**config.mk**
```make
export PLATFORM = sky130hd
export DESIGN_NAME = stsc_ram
export DESIGN_NICKNAME = d
export VERILOG_FILES = /design/src/sv/assert_macros.svh /design/src/sv/stsc_ram.sv
export SDC_FILE = /design/constraint.sdc
export NUM_CORES = 1
export LEC_CHECK = 0
export CORE_MARGIN = 2
export CORE_UTILIZATION = 67
export DETAILED_ROUTE_END_ITERATION = 10
export DONT_BUFFER_PORTS = 1
export PLACE_DENSITY = 0.88
export SKIP_CTS_REPAIR_TIMING = 1
export SLEW_MARGIN = 20
export SYNTH_ARGS = -nofsm -noshare
export SYNTH_HDL_FRONTEND = slang
export SYNTH_SLANG_ARGS = --single-unit
```
**constraint.sdc**
```tcl
create_clock -name clock -period 4.04 [get_ports clock]
set_input_delay 0.404 -clock clock [delete_from_list [all_inputs] [get_ports clock]]
set_output_delay 0.404 -clock clock [all_outputs]
set_load 0.05 [all_outputs]
```
**src/sv/assert_macros.svh**
```systemverilog
// assertion helpers included by the core rtl file
// both expect signals named clock and reset in the module that uses them
`ifndef ASSERT_MACROS_SVH
`define ASSERT_MACROS_SVH

`ifndef SYNTHESIS

// prop must hold at every clock edge outside reset
`define ASSERT_CLK(label, prop, msg) \
   label: assert property (@(posedge clock) disable iff (reset) (prop)) else $error(msg);

// expr must never be true at a clock edge outside reset
`define ASSERT_NEVER(label, expr, msg) \
   label: assert property (@(posedge clock) disable iff (reset) !(expr)) else $error(msg);

`else

`define ASSERT_CLK(label, prop, msg)
`define ASSERT_NEVER(label, expr, msg)

`endif

`endif

```
**src/sv/stsc_ram.sv**
```systemverilog
module stsc_ram #(
   parameter int WIDTH = 8,
   parameter int DEPTH = 16
) (
   input  logic                     clock,
   input  logic                     wr_en,
   input  logic [$clog2(DEPTH)-1:0] wr_addr,
   input  logic [WIDTH-1:0]         wr_data,
   input  logic [$clog2(DEPTH)-1:0] rd_addr,
   output logic [WIDTH-1:0]         rd_data
);

   logic [WIDTH-1:0] mem [DEPTH];

   always_ff @(posedge clock) begin
      if (wr_en) begin
         mem[wr_addr] <= wr_data;
      end
      rd_data <= mem[rd_addr];
   end

endmodule

```
==> results of run 1 <==
==> cell usage after synthesis (2+ instances only) <==
| cell | count | area, µm² |
|---|---|---|
| mux4_2 | 18 | 405 |
| nor3_1 | 4 | 20.0 |
| buf_6 | 3 | 33.8 |
| nand3b_1 | 2 | 15.0 |
| dfxtp_1 | 8 | 160 |
| nor2_1 | 13 | 48.8 |
| mux4_1 | 14 | 368 |
| clkdlybuf4s25_2 | 3 | 30.0 |
| a22oi_1 | 16 | 120 |
| nand2b_1 | 2 | 12.5 |
| buf_2 | 3 | 15.0 |
| nand2_1 | 9 | 33.8 |
| edfxtp_1 | 128 | 3840 |
==> where the power goes <==
group | switching (µW) | internal (µW) | total, µW
Clock | 564 | 954 | 1520
Sequential | 44.2 | 1580 | 1620
Combinational | 61.3 | 50.4 | 112
==> area by class of cell <==
| type | instances | area (µm²) | share of cell area (%) |
|---|---|---|---|
| flip-flops and latches | 136 | 4000 | 68.1 |
| multi-input cells | 83 | 1070 | 18.2 |
| clock buffers | 20 | 435 | 7.41 |
| clock inverters | 12 | 150 | 2.56 |
| well taps | 99 | 124 | 2.11 |
| repair buffers | 10 | 95.1 | 1.62 |
==> placed cells by master (no fill, tap or decap) <==
master | netlist | layout
a22oi_1 | 16 | 16
and2_1 | 1 | 1
and2b_1 | 1 | 1
buf_4 | 1 | 2
bufinv_16 | 0 | 3
clkbuf_1 | 0 | 2
clkbuf_16 | 0 | 16
clkbuf_8 | 0 | 2
clkinv_2 | 0 | 4
clkinv_4 | 0 | 1
clkinvlp_4 | 0 | 3
dfxtp_1 | 8 | 8
dlygate4sd3_1 | 0 | 8
edfxtp_1 | 128 | 128
inv_6 | 0 | 1
mux4_1 | 14 | 14
mux4_2 | 18 | 18
nand2_1 | 9 | 9
nand2b_1 | 2 | 2
nand3_1 | 1 | 1
nand3b_1 | 2 | 2
nor2_1 | 13 | 13
nor2b_1 | 1 | 1
nor3_1 | 4 | 2
nor3_2 | 0 | 2
or3b_2 | 1 | 1
==> worst max-delay path by stage <==
stage | start | to | slack [ns] | depth (start not counted)
after floorplan | wr_addr[2] | mem[0][0] | 2.14 | 2
after global placement | wr_addr[2] | mem[0][3] | 1.99 | 2
after detailed placement | wr_addr[2] | mem[0][3] | 1.89 | 2
after CTS | wr_addr[2] | mem[0][5] | 2.42 | 2
after global routing | rd_data[1] | rd_data[1] | 2.45 | 0
final | rd_data[0] | rd_data[0] | 2.49 | 0
==> through the flow <==
step           power [µW]  hold slack [ns]
2_1_floorplan        1730            0.503
3_3_place_gp         1730            0.504
3_5_place_dp         1740            0.504
4_1_cts              3240          -0.0459
5_1_grt              3330            0.138
6_report             3250            0.150
==> state kept, by name, summed over array words and instances (netlist names) <==
| signal | count |
|---|---|
| mem | 128 |
| rd_data | 8 |
==> layer usage <==
| layer | global-route usage [%] | wire length, µm |
|---|---|---|
| met1 | 38.9 | 4150 |
| met2 | 39.3 | 4980 |
| met3 | 8.87 | 940 |
| met4 | 9.85 | 240 |
| met5 | 0 | 0 |
==> cells by family (layout without fill, tap and decap cells) <==
family,after synthesis,in the layout,synth area share [%]
AND/OR/NAND/NOR,35,35,3.18
multiplexers,32,32,15.0
buffers and inverters,10,42,1.68
AO/OA/AOI/OAI,16,16,2.33
flip-flops,136,136,77.8
==> impl_metrics.ini, run 1 <==
[clock_network]
htree_num_levels = 4
insertion_delay_ns = 0.53
cts.clk_slew.worst_paths_ns = 0.06
cts.sinks = 136
root_buffer = clkbuf_8
cts_buffers = 17
clk_path_buf_depth = 2
cts_tree = yes

[logic_synthesis]
syn-cell-area_um2 = 5150
ys_seq_elements = 136
ys_seq_area_share_pct = 77.8
synth.avg_cell_area_um2 = 22.5
synth.distinct_cells = 19
synth_edf_count = 128
yosys_warnings = 0
synth_ff_type = edfxtp_1
synth_nets = 247
syn_inst = 229
ys_async_sr_fraction_pct = 0

[detailed_routing]
drt_wl_total_um = 10300
vias = 2419
drc = 0
detail-route-antenna-nets = 0
via_per_inst = 6.72
drt-wirelength-per-cell_um = 28.7
dr.first_iter.drc_count = 234
drt_first_pass_iters = 5

[sta]
grt_setup_unrepaired = no
slew_violations = 0
fin_tns_setup_ns = 0
worst-slew-pin-transition_ns = 0.910
period_minus_slack_ns = 1.55
fmax_mhz = 646
fin_ws_ns = 2.49
fin_crit_sh_pct = 38.3
slew_headroom_pct = 39.1
hold_viol = 0
clock_skew_ns = 0.00366
setup_viol = 0

[layout]
area_growth_pct = 14.1
nFillCells = 330
fin_cells = 360
utilization_pct = 80.2
antennaDiodeCount = 0
final_area_um2 = 5880
finalNetCount = 266
drive_gt1_share_pct = 20.3

[worst_setup_path]
rrSetupSlack_ns = 2.55
worst-setup-path-type = flip-flop to output port
cp_max_fo = 1
crit_path_start_kind = flip-flop
setup.worst_path.end_class = output port
r2r-end = rd_data[3]
cp.arrival_ns = 1.14
worstRegToRegCells = 3
r2r-start = mem[1][3]
critPathRequiredTime_ns = 3.64

[pwr]
power.leakage_uw = 0.00192
vdd_drop_max_v = 0.000410
power_density_nw_per_um2 = 554

[placed_design]
post_dp_cell_area_um2 = 5200
place_inst = 320
gp_congestion = 0.763
port_buffers = 0
hpwlAfterDp_um = 5720
pre_cts_slack_ns = 1.89

[flow_run]
cap_violations = 0

[worst_hold_path]
min_from = wr_addr[0]
hold_path_class = input port to flip-flop
min_delay_path_depth = 1
hold_end = mem[8][3]

[die]
fp.dieW_um = 91.7
die_h_um = 91.7
core_area_um2 = 7330
io_pins = 26
rows = 31
die-area_um2 = 8400
initial_core_util_pct = 70.2

[global_route]
overflow = 0
grt_pass1_wl_um = 15100
grt_pass1_vias = 2426
grt_max_degree = 33
track_usage_pct = 26.9
antenna_found_initial = 0

[outcome]
status = finished, final reports clean
No activity file was read; power rests on OpenSTA's default activity.
==> run 2: changes to the inputs <==
- CORE_UTILIZATION: 67 -> 56
- PLACE_DENSITY: 0.88 -> 0.79
- clock period: 4.04 -> 1.3 ns (I/O delays scaled with it)
==> impl_metrics.ini, run 2 (synthesized netlist as in run 1, its figures left out) <==
[flow_run]
cap_violations = 0

[sta]
grt_setup_unrepaired = yes
worst-slew-pin-transition_ns = 0.847
hold_viol = 8
slew_headroom_pct = 43.4
setup_viol = 2
fin_crit_sh_pct = 100
fin_ws_ns = -0.00529
fmax_mhz = 766
clock_skew_ns = 0.00731
period_minus_slack_ns = 1.31
fin_tns_setup_ns = -0.00968
slew_violations = 0
holdWs_ns = -0.0894

[pwr]
power_density_nw_per_um2 = 1660
vdd_drop_max_v = 0.000835
total_power_uw = 10000
power.leakage_uw = 0.00199

[clock_network]
clk_path_buf_depth = 2
cts.sinks = 136
cts_buffers = 17
root_buffer = clkbuf_8
cts_tree = yes
cts.clk_slew.worst_paths_ns = 0.06
insertion_delay_ns = 0.52
htree_num_levels = 4

[worst_setup_path]
r2r-start = mem[1][2]
cp.arrival_ns = 1.70
crit_path_start_kind = flip-flop
setup.worst_path.end_class = flip-flop
r2r-end = rd_data[2]
worst-setup-path-type = flip-flop to flip-flop
rrSetupSlack_ns = -0.005
critPathRequiredTime_ns = 1.69
cp_max_fo = 1
critical_path_depth = 3
cp_cell_sequence = mux4_1 -> a22oi_2 -> nand2_1
worstRegToRegCells = 3
cpPeakStageDelay_ns = 0.52
cp_slowest_cell = mux4_1
cpLargestDelayFamily = multiplexers
worst-path-buf-inv = 0

[die]
io_pins = 26
initial_core_util_pct = 58.5
die-area_um2 = 9980
fp.dieW_um = 99.9
core_area_um2 = 8810
rows = 34
die_h_um = 99.9

[global_route]
grt_max_degree = 33
grt_pass1_vias = 2588
antenna_found_initial = 0
grt_pass1_wl_um = 14900
track_usage_pct = 21.7
overflow = 0

[layout]
top_regs = mem x128, rd_data x8
nFillCells = 549
antennaDiodeCount = 0
area_growth_pct = 17.6
final_common_cell = edfxtp_1
mostFrequentLayoutCells = edfxtp_1, mux4_2, buf_4
top_register = mem
regArea_um2 = 4010
finalNetCount = 287
fin_cells = 390
largest_reg_flops = 128
final_area_um2 = 6050
drive_gt1_share_pct = 34.0
multi_input_area_um2 = 1070

[detailed_routing]
drc = 0
drt_first_pass_iters = 6
drt-wirelength-per-cell_um = 25.0
dr.first_iter.drc_count = 260
detail-route-antenna-nets = 0
drt_wl_total_um = 9770
via_per_inst = 6.24
vias = 2435

[placed_design]
port_buffers = 0
place_inst = 348
hpwlAfterDp_um = 5780
post_dp_cell_area_um2 = 5370
gp_congestion = 0.729

[outcome]
status = complete, but fails checks
violations = negative hold slack, negative setup slack

[worst_hold_path]
hold_end = rd_data[1]
min_from = rd_addr[1]
min_delay_path_depth = 3
hold_path_class = input port to flip-flop
[run 2: cell count changes in the layout (fill, tap and decap cells not counted), moves of 2 or more]
cell           before  now
a22oi_1            16    8
a22oi_2             0    8
buf_4               2   21
dfxtp_1             8    2
dfxtp_2             0    6
dlygate4sd3_1       8   10
mux4_1             14    4
mux4_2             18   28
[run 2: per-layer routing]
layer	part of all wire, %	vias to the layer above	global-route usage (%)
li1	-	1042	-
met1	39	1246	28.2
met2	51	139	34.5
met3	8.2	8	6.69
met4	1.1	0	9.38
met5	0	-	0
[run 2: stage by stage]
| step | setup WS, ns | util [%] |
|---|---|---|
| 2_1_floorplan | -0.0961 | - |
| 5_1_grt | -0.0679 | 68.8 |
| 3_3_place_gp | -0.0959 | 61.0 |
| 3_5_place_dp | -0.0824 | 61.0 |
| 4_1_cts | -0.140 | 67.5 |
| 6_report | -0.00529 | 68.8 |
[run 2: worst register-to-register path, stage by stage, from the launching register on]
cell and delay, ns:
edfxtp_1 0.34, mux4_1 0.52, a22oi_2 0.22, nand2_1 0.10
[run 2: area by class of cell]
cell class                 count  share of cell area (%)
sequential                   136                    66.3
multi-input combinational     83                    17.8
clock buffer                  19                    6.96
timing repair buffer          31                    4.26
clock inverter                13                    2.54
tap                          108                    2.23
[run 2: worst max-delay path by stage]
stage                    start          to  slack (ns)
floorplan           wr_addr[2]   mem[3][0]        -0.1
global placement     mem[5][2]  rd_data[2]        -0.1
detailed placement   mem[6][2]  rd_data[2]       -0.08
CTS                  mem[5][2]  rd_data[2]       -0.14
global route         mem[1][2]  rd_data[2]       -0.07
finish               mem[1][2]  rd_data[2]      -0.005
[run 2: power breakdown]
group | internal, µW | leakage (µW) | total, µW | switching (µW)
clock network | 2900 | 0.000275 | 4620 | 1720
registers | 4910 | 0.00122 | 5050 | 139
logic | 183 | 0.000490 | 373 | 190
