<file path="config.mk">
export PLATFORM = sky130hd
export DESIGN_NAME = stsc_hash
export DESIGN_NICKNAME = d
export VERILOG_FILES = /design/src/sv/assert_macros.svh /design/src/sv/stsc_pkg.sv /design/src/sv/stsc_hash.sv
export SDC_FILE = /design/constraint.sdc
export NUM_CORES = 1
export LEC_CHECK = 0
export BUFFER_PORTS_ARGS = -buffer_cell sky130_fd_sc_hd__buf_2
export CORE_UTILIZATION = 50
export DETAILED_ROUTE_END_ITERATION = 10
export PLACE_DENSITY = 0.72
export SYNTH_ARGS = -nofsm -noshare
export SYNTH_HDL_FRONTEND = slang
export SYNTH_SLANG_ARGS = --single-unit
</file>
<file path="constraint.sdc">
create_clock -name clock -period 13.8 [get_ports clock]
set_clock_uncertainty 0.05 [all_clocks]
set_input_delay 2.07 -clock clock [delete_from_list [all_inputs] [get_ports clock]]
set_output_delay 2.07 -clock clock [all_outputs]
set_load 0.02 [all_outputs]
</file>
<file path="src/sv/assert_macros.svh">
// assertion helpers included by the core rtl file
// both expect signals named clock and reset in the module that uses them
`ifndef ASSERT_MACROS_SVH
`define ASSERT_MACROS_SVH

`ifndef SYNTHESIS

// prop must hold at every clock edge outside reset
`define ASSERT_CLK(label, prop, msg) \
   label: assert property (@(posedge clock) disable iff (reset) (prop)) else $error(msg);

// expr must never be true at a clock edge outside reset
`define ASSERT_NEVER(label, expr, msg) \
   label: assert property (@(posedge clock) disable iff (reset) !(expr)) else $error(msg);

`else

`define ASSERT_CLK(label, prop, msg)
`define ASSERT_NEVER(label, expr, msg)

`endif

`endif

</file>
<file path="src/sv/stsc_pkg.sv">
package stsc_pkg;

   localparam int ELEMENT_BITS = 32;
   localparam int MATCH_BITS   = 20;
   localparam int COUNT_BITS   = 11;
   localparam int EPOCH_BITS   = 8;

   localparam int DEF_TABLE_ENTRIES = 1024;
   localparam int DEF_SUM_BITS      = 48;

   localparam logic [COUNT_BITS-1:0] COUNT_MAX = '1;
   localparam logic [MATCH_BITS-1:0] TOTAL_MAX = '1;
   localparam logic [EPOCH_BITS-1:0] EPOCH_MAX = '1;

   // golden ratio multiplier, split into 32 bit halves
   localparam logic [31:0] HASH_MUL_LO = 32'h7F4A7C15;
   localparam logic [31:0] HASH_MUL_HI = 32'h9E3779B9;

   typedef enum logic [2:0] {
      ST_CLEAR,
      ST_IDLE,
      ST_DIFF,
      ST_ISSUE,
      ST_HASH_WAIT,
      ST_LOOKUP,
      ST_RECORD,
      ST_DONE
   } state_type;

   typedef struct packed {
      logic valid;
      logic lookup;
   } hash_ctl_type;

endpackage

</file>
<file path="src/sv/stsc_hash.sv">
// six stage slot hash: upper word of key * golden constant, reduced modulo the table size
module stsc_hash import stsc_pkg::*; #(
   parameter int SUM_BITS      = DEF_SUM_BITS,
   parameter int TABLE_ENTRIES = DEF_TABLE_ENTRIES
) (
   input  logic                             clock,
   input  logic                             reset,
   input  hash_ctl_type                     in_ctl,
   input  logic [SUM_BITS-1:0]              in_key,
   output hash_ctl_type                     out_ctl,
   output logic [$clog2(TABLE_ENTRIES)-1:0] out_idx
);

   localparam int          IDX_BITS = $clog2(TABLE_ENTRIES);
   localparam int          STAGES   = 6;
   localparam logic [31:0] MODULUS  = 32'(TABLE_ENTRIES);
   // floor(2^32 / n): quotient estimate is exact or one low
   localparam logic [31:0] RECIP    = 32'((64'd1 << 32) / TABLE_ENTRIES);

   hash_ctl_type        ctl_ff [STAGES];
   logic [63:0]         key64;
   logic [63:0]         prod_a;
   logic [63:0]         prod_q;
   logic [31:0]         a_hi_ff;
   logic [31:0]         kh1_ff;
   logic [31:0]         kl1_ff;
   logic [31:0]         kl2_ff;
   logic [31:0]         b_ff;
   logic [31:0]         h_ff;
   logic [31:0]         h4_ff;
   logic [31:0]         q_ff;
   logic [31:0]         r_ff;
   logic [IDX_BITS-1:0] idx_ff;

   assign key64  = 64'(in_key);
   assign prod_a = 64'(key64[31:0]) * 64'(HASH_MUL_LO);
   assign prod_q = 64'(h_ff) * 64'(RECIP);

   always_ff @(posedge clock) begin
      if (reset) begin
         for (int i = 0; i < STAGES; i++) begin
            ctl_ff[i] <= '0;
         end
      end else begin
         ctl_ff[0] <= in_ctl;
         for (int i = 1; i < STAGES; i++) begin
            ctl_ff[i] <= ctl_ff[i-1];
         end
      end
   end

   always_ff @(posedge clock) begin
      a_hi_ff <= prod_a[63:32];
      kh1_ff  <= key64[63:32];
      kl1_ff  <= key64[31:0];
      // cross products only reach the upper word through their low halves
      b_ff    <= a_hi_ff + 32'(kh1_ff * HASH_MUL_LO);
      kl2_ff  <= kl1_ff;
      h_ff    <= b_ff + 32'(kl2_ff * HASH_MUL_HI);
      q_ff    <= prod_q[63:32];
      h4_ff   <= h_ff;
      r_ff    <= h4_ff - 32'(q_ff * MODULUS);
      idx_ff  <= (r_ff >= MODULUS) ? IDX_BITS'(r_ff - MODULUS) : IDX_BITS'(r_ff);
   end

   assign out_ctl = ctl_ff[STAGES-1];
   assign out_idx = idx_ff;

endmodule

</file>
==> results of run 1 <==
layer usage:
layer / global-route usage / routed length [um]
met5: 0 / 0
met4: 0.0937 / 1350
met3: 0.0286 / 1130
met2: 0.394 / 16200
met1: 0.269 / 12800
registers in the layout, indices dropped and copies added (netlist names):
signal and cells:
ctl_ff 12, a_hi_ff 10, b_ff 10, h4_ff 10
h_ff 10, kh1_ff 10, kl1_ff 10, kl2_ff 10
out_idx 10, r_ff 10
final cells by class:
| cell class | count | area [um2] | share of cell area |
|---|---|---|---|
| Timing Repair Buffer | 57 | 285 | 0.0172 |
| Multi-Input combinational cell | 800 | 11500 | 0.692 |
| Inverter | 527 | 1980 | 0.119 |
| Clock inverter | 7 | 86.3 | 0.00521 |
| Clock buffer | 9 | 225 | 0.0136 |
| Sequential cell | 102 | 2040 | 0.123 |
| Tap cell | 396 | 495 | 0.0299 |
cells in the mapped netlist:
| cell | instances |
|---|---|
| nor3_1 | 4 |
| a21oi_1 | 15 |
| o21a_1 | 2 |
| a31oi_1 | 1 |
| nand3_1 | 1 |
| fa_1 | 302 |
| and3_1 | 2 |
| a31o_1 | 1 |
| a221oi_2 | 2 |
| or3_4 | 1 |
| ha_1 | 333 |
| o21ai_0 | 4 |
| or3_1 | 1 |
| a2111oi_4 | 1 |
| o21bai_1 | 5 |
| xnor2_1 | 59 |
| o21ai_1 | 3 |
| a21o_1 | 8 |
| dfxtp_1 | 102 |
| nor2b_1 | 12 |
| inv_1 | 527 |
| a311oi_1 | 1 |
| xor2_1 | 11 |
| nand2_1 | 7 |
| o2111ai_1 | 2 |
| nand4_1 | 6 |
| a21boi_1 | 1 |
| o211ai_1 | 1 |
| clkbuf_1 | 1 |
| o41ai_2 | 1 |
| nor4_1 | 1 |
| o21ai_2 | 1 |
| nor2b_4 | 1 |
| a211oi_1 | 4 |
| nor2_1 | 5 |
| a211oi_4 | 1 |
final timing paths:
path	start	end	slack, ns	cells past startpoint
worst min register to register	kl1_ff[3]	kl2_ff[3]	0.27	0
worst min-delay path	kl1_ff[3]	kl2_ff[3]	0.27	0
worst max-delay path	in_key[11]	a_hi_ff[3]	5.07	26
worst max register to register	kl2_ff[4]	h_ff[9]	9.46	15
metrics by stage:
step	hold WS, ns	util	instances	cell area [um2]	worst slack, ns
2_1_floorplan	0.260	-	1430	15500	5.81
3_3_place_gp	0.260	0.533	1882	16300	4.83
3_5_place_dp	0.262	0.533	1882	16300	4.74
4_1_cts	0.274	0.544	1898	16600	5.10
5_1_grt	0.276	0.544	1898	16600	4.79
6_report	0.274	0.544	1898	16600	5.07
kinds of logic after synthesis:
family,after synthesis,synth area share
compound gates,54,0.0266
xor+xnor,70,0.0396
fa+ha+maj,635,0.659
buf+inv,528,0.128
flops,102,0.132
simple gates,41,0.0150
==> run metrics, run 1 <==
Routed WL=~32000 um; clk root buf=clkbuf_16; RD Place Congestion=0.948; RSZ-0062 raised after global routing=false; Clk Latency, worst-skew pair=~0.34 ns; first-pass detailed-route iteration total=6; Area Growth Syn to Fin=7.03%; Avg Vias per Cell=about 4.9; initial core utilization=0.508; hold_buf cts=0; setup bufs post-CTS=0; DRT antenna net count=0; drc violations=0; hpwl dp=28900 um; Placement Rows=between 60 and 70; vias in the first global route=between 10000 and 15000; total grt overflow=0; Synth area leader=fa_1; Clock Pin Slew Worst Setup and Hold Paths=~0.070 ns; first-pass GRT wire length=52100 um; initial antenna violation count=0; commonest non-fill, non-tap cell in the layout=inv_1; Worst setup EP type=flip-flop; period utilisation layout=0.633; Cell variety after synth=36; core box area=around 31000 um2; Hold Path Class=reg2reg; worst slew pin tran=roughly 0.43 ns; critical setup path kind=in2reg; register area share after synthesis=0.132; Syn Std Cell Area=~15000 um2; final setup violation count=0; commonest non-fill, non-tap cells in the layout=inv_1, ha_1, fa_1; Vias=around 9000; Max Fclk=between 0.1 and 0.15 GHz; Top delay family on crit path=adder cells; ranking of synthesized cells by area=fa_1, ha_1, dfxtp_1; Top Ports=between 60 and 70; synthesized area per cell=between 10 and 15 um2; Initial DRC Count=346; crit path max fanout=7; Mapped Cells=~1400; max-cap viol count=0; gr usage total=0.221; cts bufs inserted=9; quantity of I/O buffers inserted on ports=between 50 and 60; most frequent CP cell=inv_1; Antenna diodes=0; top cell type's share of synthesized area=0.390; DIE WIDTH=178 um; fill count=~2600; largest net degree at the start of global routing=22; Post-Syn Nets=approximately 2100; Slew HR=0.712; Final Slew Violations=0; startpoint class of the critical path=primary input; Setup TNS=0 ns; fin crit period=a little under 9 ns; CP required=approximately 14 ns; Synth Register Bits=approximately 100; CTS H-tree depth=3; post_cts resized=0; CP arrival=around 8.9 ns; Die Span Y=around 180 um; Routed WL per cell=approximately 17 um; clock sinks=about 100; Slowest cell on crit path=fa_1; die footprint=between 30000 and 40000 um2; Longest Clk Path Bufs=2; run status=finished clean; WP buf/inv=9; CTS tree=built; ratio of cells with drive above 1 in the final layout=0.0539; Fin. Hold Viols=0; Final #Nets=between 2000 and 2500; Syn. warnings=0; CP max stage delay=approximately 0.61 ns
Power of run 1 is left out: the tool's default activity adds up to more than one toggle a clock period on the data nets, which glitch-free logic cannot reach.
==> inputs of run 2 (changes only) <==
--- a/config.mk
+++ b/config.mk
@@ -5,6 +5,7 @@
 export SDC_FILE = /design/constraint.sdc
 export NUM_CORES = 1
 export LEC_CHECK = 0
+export ABC_AREA = 1
 export BUFFER_PORTS_ARGS = -buffer_cell sky130_fd_sc_hd__buf_2
 export CORE_UTILIZATION = 50
 export DETAILED_ROUTE_END_ITERATION = 10
==> constraint.sdc (replaced) <==
create_clock -name clock -period 8.2 [get_ports clock]
set_clock_uncertainty 0.05 [all_clocks]
set_input_delay 1.23 -clock clock [delete_from_list [all_inputs] [get_ports clock]]
set_output_delay 1.23 -clock clock [all_outputs]
set_load 0.02 [all_outputs]
==> run metrics, run 2 <==
register area share after synthesis=0.121 (was 0.132); cts bufs inserted=9 (unchanged); commonest non-fill, non-tap cells in the layout=inv_1, ha_1, fa_1 (unchanged); Die Span Y=186 um (was 178 um); Clock Pin Slew Worst Setup and Hold Paths=0.08 ns (was 0.07 ns); Most used DFF post-synth=dfxtp_1 (unchanged); startpoint class of the critical path=primary input (unchanged); Async S/R FF share, synth=0 (unchanged); Syn Std Cell Area=16900 um2 (was 15500 um2); Initial DRC Count=468 (was 346); critical setup path kind=in2reg (unchanged); Area Growth Syn to Fin=6.84% (was 7.03%); Post-synth EDFFs=0 (unchanged); synth cell count leaders=inv_1, ha_1, fa_1, nand2_1, dfxtp_1 (was inv_1, ha_1, fa_1, dfxtp_1, xnor2_1); hold_buf cts=0 (unchanged); worst path cell trace=buf_2 -> fa_1 -> inv_1 -> fa_1 -> inv_1 -> fa_1 -> inv_1 -> fa_1 -> inv_1 -> fa_1 -> fa_1 -> inv_1 -> fa_1 -> inv_1 -> ha_1 -> ha_1 -> inv_1 -> nor3_1 -> nand2_1 -> nor2_1 -> nand4_1 -> nand3_1 -> nand2_1 -> nand2_1; Clk Latency, worst-skew pair=0.35 ns (was 0.34 ns); quantity of I/O buffers inserted on ports=57 (unchanged); ranking of synthesized cells by area=fa_1, ha_1, inv_1 (was fa_1, ha_1, dfxtp_1); max-cap viol count=0 (unchanged); DP Cell Count=2369 (was 1882); commonest non-fill, non-tap cell in the layout=inv_1 (unchanged); fill count=3054 (was 2636); total grt overflow=0 (unchanged); Routed WL per cell=16.6 um (about the same); Top delay family on crit path=adder cells (unchanged); first-pass GRT wire length=65400 um (was 52100 um); Most flops, register=ctl_ff (unchanged); WP buf/inv=8 (was 9); top cell type's share of synthesized area=0.357 (was 0.390); Avg Vias per Cell=4.91 (was 4.87); gr usage total=0.254 (was 0.221); synthesized area per cell=9.08 um2 (was 10.8 um2); setup bufs post-CTS=0 (unchanged); largest net degree at the start of global routing=22 (unchanged); clk root buf=clkbuf_16 (unchanged); Levels on crit path=24 (was 26); DRT antenna net count=0 (unchanged); Post-Syn Nets=2552 (was 2117); initial antenna violation count=0 (unchanged); period utilisation layout=0.896; Slowest cell on crit path=fa_1 (unchanged); top-count cell post-synth=inv_1 (unchanged); Synth area leader=fa_1 (unchanged); final setup violation count=0 (unchanged); CP max stage delay=0.69 ns (was 0.61 ns); Final #Nets=2619 (was 2184); hold depth=0 (unchanged); RSZ-0062 raised after global routing=false (unchanged); CTS tree=built (unchanged); run status=finished clean (unchanged); Synth Register Bits=102 (unchanged); clock sinks=102 (unchanged); Max Fclk=~0.14 GHz; crit path max fanout=9 (was 7); CP required=8.45 ns (was 13.98 ns); drc violations=0 (unchanged); Antenna diodes=0 (unchanged); Vias=11700 (was 9243); max reg flops=12 (unchanged); hpwl dp=36000 um (was 28900 um); initial core utilization=0.506 (was 0.508); Top Ports=64 (unchanged); CP arrival=7.60 ns (was 8.91 ns); Setup TNS=0 ns (unchanged); DIE WIDTH=186 um (was 178 um); Mapped Cells=1865 (was 1430); RD Place Congestion=1.01 (was 0.948); fin crit period=~7.3 ns; first-pass detailed-route iteration total=4 (was 6); post_cts resized=0 (unchanged); core box area=33400 um2 (was 30500 um2); ratio of cells with drive above 1 in the final layout=0.0428 (was 0.0539); cells on worst reg2reg path=19 (was 15); Syn. warnings=0 (unchanged); Hold Path Class=reg2reg (unchanged); Worst setup EP type=flip-flop (unchanged); Final Slew Violations=0 (unchanged); Post-Layout Cell Count=2385 (was 1898); Slew HR=0.681 (was 0.712); Routed WL=39500 um (was 31500 um); Placement Rows=67 (was 64); Fin. Hold Viols=0 (unchanged); vias in the first global route=13000 (was 10400); Longest Clk Path Bufs=2 (unchanged); CTS H-tree depth=3 (unchanged); Cell variety after synth=27 (was 36); die footprint=34600 um2 (was 31700 um2); worst slew pin tran=0.475 ns (was 0.430 ns)
-- run 2: cell count changes in the layout (fill, tap and decap cells not counted), moves of 21 or more --
cell / before / now
o21ai_0: 4 / 25
inv_1: 527 / 621
nand3_1: 1 / 35
xnor2_1: 59 / 12
a21oi_1: 15 / 51
nor2_1: 5 / 81
nand2_1: 7 / 233
-- run 2: final cells by class --
class	count	area, um2	area share
sequential	102	2040	0.113
inverter	621	2330	0.129
timing repair buffer	57	285	0.0158
tap	448	561	0.0310
multi-input combinational	1141	12600	0.694
clock inverter	7	91.3	0.00505
clock buffer	9	225	0.0124
-- run 2: cells by family after synthesis --
family	synth area share
AO/OA/AOI/OAI	0.0301
XOR/XNOR	0.0160
adder cells (fa/ha/maj)	0.603
buffers and inverters	0.138
flip-flops	0.121
AND/OR/NAND/NOR	0.0926
-- run 2: routing by layer --
| metal | routed length (um) | GRT usage | vias to the layer above |
|---|---|---|---|
| li1 | - | - | 5653 |
| met1 | 15800 | 0.292 | 5711 |
| met2 | 20500 | 0.471 | 247 |
| met3 | 1450 | 0.0317 | 93 |
| met4 | 1760 | 0.109 | 0 |
| met5 | 0 | 0 | - |
-- run 2: stage by stage --
| step | util | hold WS (ns) | instance area (um2) | worst slack, ns |
|---|---|---|---|---|
| finish | 0.541 | 0.277 | 18100 | 0.854 |
| CTS | 0.541 | 0.274 | 18100 | 0.868 |
| global placement | 0.532 | 0.261 | 17800 | 0.544 |
| floorplan | - | 0.260 | 16900 | 1.40 |
| detailed placement | 0.532 | 0.262 | 17800 | 0.510 |
| global route | 0.541 | 0.274 | 18100 | 0.602 |
-- run 2: path summary, 6_finish.rpt --
kind / endpoint / startpoint / slack [ns]
setup reg to reg: h_ff[9] / kl2_ff[4] / 3.32
setup / recovery: a_hi_ff[8] / in_key[8] / 0.85
hold reg to reg: h4_ff[0] / h_ff[0] / 0.28
hold / removal: h4_ff[0] / h_ff[0] / 0.28
Power of run 2 is left out for the same reason.
